==> src/rtl/bpa_ram.sv <==
// generic simple dual-port ram with registered read
module bpa_ram #(
    parameter int WIDTH = 8,
    parameter int DEPTH = 256
) (
    input  logic                     clk,
    input  logic                     we,
    input  logic [$clog2(DEPTH)-1:0] waddr,
    input  logic [WIDTH-1:0]         wdata,
    input  logic [$clog2(DEPTH)-1:0] raddr,
    output logic [WIDTH-1:0]         rdata
);

    logic [WIDTH-1:0] mem [DEPTH];

    always_ff @(posedge clk)
    begin
        if (we)
        begin
            mem[waddr] <= wdata;
        end
        rdata <= mem[raddr];
    end

endmodule

==> config.mk <==
export PLATFORM = sky130hd
export DESIGN_NAME = bpa_ram
export DESIGN_NICKNAME = d
export VERILOG_FILES = /design/src/rtl/bpa_ram.sv
export SDC_FILE = /design/constraint.sdc
export NUM_CORES = 2
export LEC_CHECK = 0
export BUFFER_PORTS_ARGS = -buffer_cell sky130_fd_sc_hd__buf_2
export CORE_MARGIN = 2
export CORE_UTILIZATION = 30
export CTS_BUF_LIST = sky130_fd_sc_hd__clkbuf_8
export CTS_CLUSTER_DIAMETER = 30
export DETAILED_ROUTE_END_ITERATION = 16
export RECOVER_POWER = 25
export SLEW_MARGIN = 10
export SYNTH_ARGS = -nofsm -noshare
export SYNTH_HDL_FRONTEND = slang
export SYNTH_SLANG_ARGS = --single-unit
export TNS_END_PERCENT = 50
==> constraint.sdc <==
create_clock -name clk -period 2 [get_ports clk]
set_clock_uncertainty 0.15 [all_clocks]
set_input_delay 0.1 -clock clk [delete_from_list [all_inputs] [get_ports clk]]
set_output_delay 0.1 -clock clk [all_outputs]
set_load 0.03 [all_outputs]
==> results.tsv <==
metric	value	unit
groute.usage.overall	15.7	%
finalWeightedCongestion	0.819	
post_layout_nonfiller_instances	8615	
timing.critical_path.cells	mux4_2 > mux4_2 > nor2_4 > a2111oi_4 > nor3_4 > nor4_2	
grt.met3_usage	3.04	%
hp-class	in -> reg	
top_usage_layer	met2	
row_count	189	
drtPass1Iterations	5	
final_hold_viol_count	0	
fin_crit_sh	119	%
setup_viol_count_final	189	
antenna_violating_nets_post_route	0	
cts_buffers	416	
finalWorstSetupSlack	-376	ps
root_buffer	sky130_fd_sc_hd__clkbuf_8	
drtIter0Drc	4676	
cp_slowest_stage_delay	580	ps
grtUsageMet2	25.5	%
unrepaired_setup_endpoints_after_global_routing	true	
place_inst	7839	
route.detailed.vias_per_inst	4.96	
crit_path_start_kind	register	
avgRoutedWirePerCell	25.1	um
yosys_register_bits	2056	
critPathTopFamily	multiplexers	
yosys_warnings	0	
total_number_of_nets_in_the_final_design	4786	
congestion_overflow_gr	0	
maxClockFrequency	421	MHz
floorplan.core_area	264000	um2
slew_headroom	-21.4	%
crit-reg2reg-launch	mem[143][1]$_DFFE_PP_	
grt_use_met1	21.2	%
async_set_or_reset_register_ratio_after_synthesis	0	%
postSynthCellCount	3733	
timing_worst_slew_pin_value	1820	ps
numClockSinks	2056	
arrival_time_of_the_worst_setup_path	3100	ps
critical_path_buf_inv_count	0	
yosysSeqAreaShare	77.5	%
finalCriticalPeriod	2380	ps
syn-num-nets	3759	
first_global_vias	43700	
floorplan.initialDensity	30.1	%
failing_checks	capacitance limit, slew limit, setup timing	
drive_gt1_share	38.2	%
cp_max_fo	1	
critical_path.startpoint	mem[143][1]$_DFFE_PP_	
ctsHtreeMaxLevel	5	
peakVddDrop	563	uV
cts_tree	yes	
worst_skew_pair.late_latency	1080	ps
place_area	89900	um2
clockBufferDepth	4	
top_reg_cell_synth	sky130_fd_sc_hd__edfxtp_1	
remaining_drc_errors	0	
hold_path.startpoint	raddr[4]	
cp_data_required_time	2720	ps
via_count	42700	
finalWirelength	216000	um
layout-area-overhead-vs-synth	24.7	%
pwr_density_cell	994	nW/um2
die_height	519	um
die-width	519	um
number_of_max_cap_violations	4	
worstSetupEndpointType	register	
cts.repair_timing.setup_buffer_count	0	
port-buffer-count	33	
final_area	99200	um2
power.static_leakage	32.5	nW
post-dp-hpwl	139000	um
design_power_total	98.6	mW
critical_setup_path_class	reg -> reg	
critPathMostFrequentCell	sky130_fd_sc_hd__mux4_2	
first_pass_grt_wire_length	309000	um
path_clk_slew	60	ps
synth_cell_types	55	
largest_net_degree_at_the_start_of_global_routing	100	
hold_ws	92.3	ps
synthesized_area	79600	um2
floorplan.die_area	269000	um2
outcome	complete, but fails checks	
io_pins	34	
worst_path_max_delay_cell	sky130_fd_sc_hd__mux4_2	
report.final.slew_viol_count	154	
synth-edff-count	2048	
number_of_antenna_violations_at_the_first_check_in_global_routing	16	
synth_area_per_cell	21.3	um2
## registers in the layout, indices dropped and copies added (netlist names)
name and count:
mem 2048, rdata 8
## stage by stage
step | TNS (ps) | setup WS [ps] | utilization, %
floorplan | -43490 | -68.8 | -
global placement | -34060 | -1380 | 34.0
detailed placement | -39290 | -1360 | 34.0
CTS | -3770 | -531 | 37.6
global route | -48670 | -445 | 37.5
finish | -20860 | -376 | 37.5
## area by class of cell
type	count	area (um2)
clock inverter	315	3020
tap	3533	4420
multi-input combinational	1442	16900
antenna	2	5.00
clock buffer	423	5820
fill	24100	165000
timing repair buffer	842	7380
sequential	2056	61700
inverter	2	7.51
## cells by family (layout without fill, tap and decap cells)
kind of cell / count (synthesis) / in the layout / synth area share, %
other cells: 0 / 2 / 0
mux: 591 / 591 / 14.6
flops: 2056 / 2056 / 77.5
simple gates: 466 / 466 / 2.63
buf+inv: 235 / 1582 / 1.83
compound gates: 385 / 385 / 3.42
## cells in the mapped netlist, types with 13 or more instances
| cell | count | share of area (%) |
|---|---|---|
| sky130_fd_sc_hd__a221oi_1 | 13 | 0.14 |
| sky130_fd_sc_hd__clkbuf_1 | 111 | 0.52 |
| sky130_fd_sc_hd__buf_8 | 13 | 0.25 |
| sky130_fd_sc_hd__o22ai_1 | 28 | 0.22 |
| sky130_fd_sc_hd__a211oi_1 | 16 | 0.15 |
| sky130_fd_sc_hd__buf_2 | 31 | 0.20 |
| sky130_fd_sc_hd__buf_6 | 21 | 0.30 |
| sky130_fd_sc_hd__buf_4 | 27 | 0.25 |
| sky130_fd_sc_hd__edfxtp_1 | 2048 | 77 |
| sky130_fd_sc_hd__a21oi_1 | 96 | 0.60 |
| sky130_fd_sc_hd__buf_1 | 22 | 0.10 |
| sky130_fd_sc_hd__nor3_1 | 22 | 0.14 |
| sky130_fd_sc_hd__nor2_1 | 282 | 1.3 |
| sky130_fd_sc_hd__a22oi_1 | 133 | 1.3 |
| sky130_fd_sc_hd__nand3_1 | 34 | 0.21 |
| sky130_fd_sc_hd__nor4_1 | 24 | 0.19 |
| sky130_fd_sc_hd__nor2b_1 | 31 | 0.24 |
| sky130_fd_sc_hd__o221ai_1 | 46 | 0.51 |
| sky130_fd_sc_hd__mux2i_1 | 134 | 1.7 |
| sky130_fd_sc_hd__nand2_1 | 33 | 0.16 |
| sky130_fd_sc_hd__mux4_2 | 454 | 13 |
## final timing paths
check	to	slack (ps)	depth (start not counted)
worst max-delay path	rdata[1]$_DFF_P_	-380	6
worst min-delay path	rdata[2]$_DFF_P_	90	7
worst max register to register	rdata[1]$_DFF_P_	-380	6
worst min register to register	rdata[5]$_DFF_P_	890	8
## placed cells by master (no fill, tap or decap), types with 8 or more instances in the layout
cell type / netlist / layout
sky130_fd_sc_hd__clkinv_4: 0 / 18
sky130_fd_sc_hd__a211oi_1: 16 / 10
sky130_fd_sc_hd__buf_12: 8 / 83
sky130_fd_sc_hd__buf_6: 21 / 8
sky130_fd_sc_hd__nor2_1: 282 / 265
sky130_fd_sc_hd__nand4_1: 10 / 10
sky130_fd_sc_hd__nor3_1: 22 / 16
sky130_fd_sc_hd__nand3_1: 34 / 30
sky130_fd_sc_hd__nand2_1: 33 / 33
sky130_fd_sc_hd__a21oi_1: 96 / 96
sky130_fd_sc_hd__clkbuf_4: 0 / 8
sky130_fd_sc_hd__buf_4: 27 / 662
sky130_fd_sc_hd__dlygate4sd3_1: 0 / 34
sky130_fd_sc_hd__clkbuf_1: 111 / 13
sky130_fd_sc_hd__inv_1: 1 / 63
sky130_fd_sc_hd__nand2b_1: 8 / 8
sky130_fd_sc_hd__o22ai_1: 28 / 28
sky130_fd_sc_hd__a221oi_1: 13 / 8
sky130_fd_sc_hd__buf_2: 31 / 16
sky130_fd_sc_hd__o211ai_1: 10 / 10
sky130_fd_sc_hd__clkbuf_2: 0 / 14
sky130_fd_sc_hd__clkinvlp_4: 0 / 40
sky130_fd_sc_hd__a22oi_1: 133 / 130
sky130_fd_sc_hd__edfxtp_1: 2048 / 2048
sky130_fd_sc_hd__nor2_2: 0 / 13
sky130_fd_sc_hd__nor4_1: 24 / 9
sky130_fd_sc_hd__nor2b_1: 31 / 26
sky130_fd_sc_hd__o21ai_0: 10 / 10
sky130_fd_sc_hd__mux2i_1: 134 / 134
sky130_fd_sc_hd__bufinv_16: 0 / 56
sky130_fd_sc_hd__clkinv_1: 1 / 67
sky130_fd_sc_hd__clkbuf_8: 0 / 423
sky130_fd_sc_hd__o221ai_1: 46 / 44
sky130_fd_sc_hd__nor4_2: 3 / 11
sky130_fd_sc_hd__mux4_2: 454 / 455
sky130_fd_sc_hd__clkinv_2: 0 / 65
## worst min-delay path: stages
cell	delay [ps]
sky130_fd_sc_hd__buf_2	360
sky130_fd_sc_hd__buf_4	210
sky130_fd_sc_hd__a211oi_2	40
sky130_fd_sc_hd__nor2_1	140
sky130_fd_sc_hd__nor4_2	70
sky130_fd_sc_hd__buf_4	150
sky130_fd_sc_hd__nor4_2	130
## power breakdown
group	total, mW	switching [mW]	internal, mW
clock network	45.6	18.4	27.1
logic	5.44	3.25	2.19
registers	47.6	0.0942	47.6
## routing by layer
| metal | vias up | wire [um] | share of wire [%] |
|---|---|---|---|
| met4 | 0 | 6950 | 3.2 |
| met5 | - | 0 | 0 |
| met2 | 1807 | 104000 | 48 |
| met3 | 391 | 16500 | 7.6 |
| met1 | 22600 | 88500 | 41 |
| li1 | 17900 | - | - |
## what timing repair did
item,in CTS,in global routing
resized for setup,67,21
endpoints found under the setup margin,15,48
hold buffers,40,0
gates cloned,0,0
pin swaps,19,11
endpoints found under the hold margin,3996,0
No activity file was read; power rests on OpenSTA's default activity.
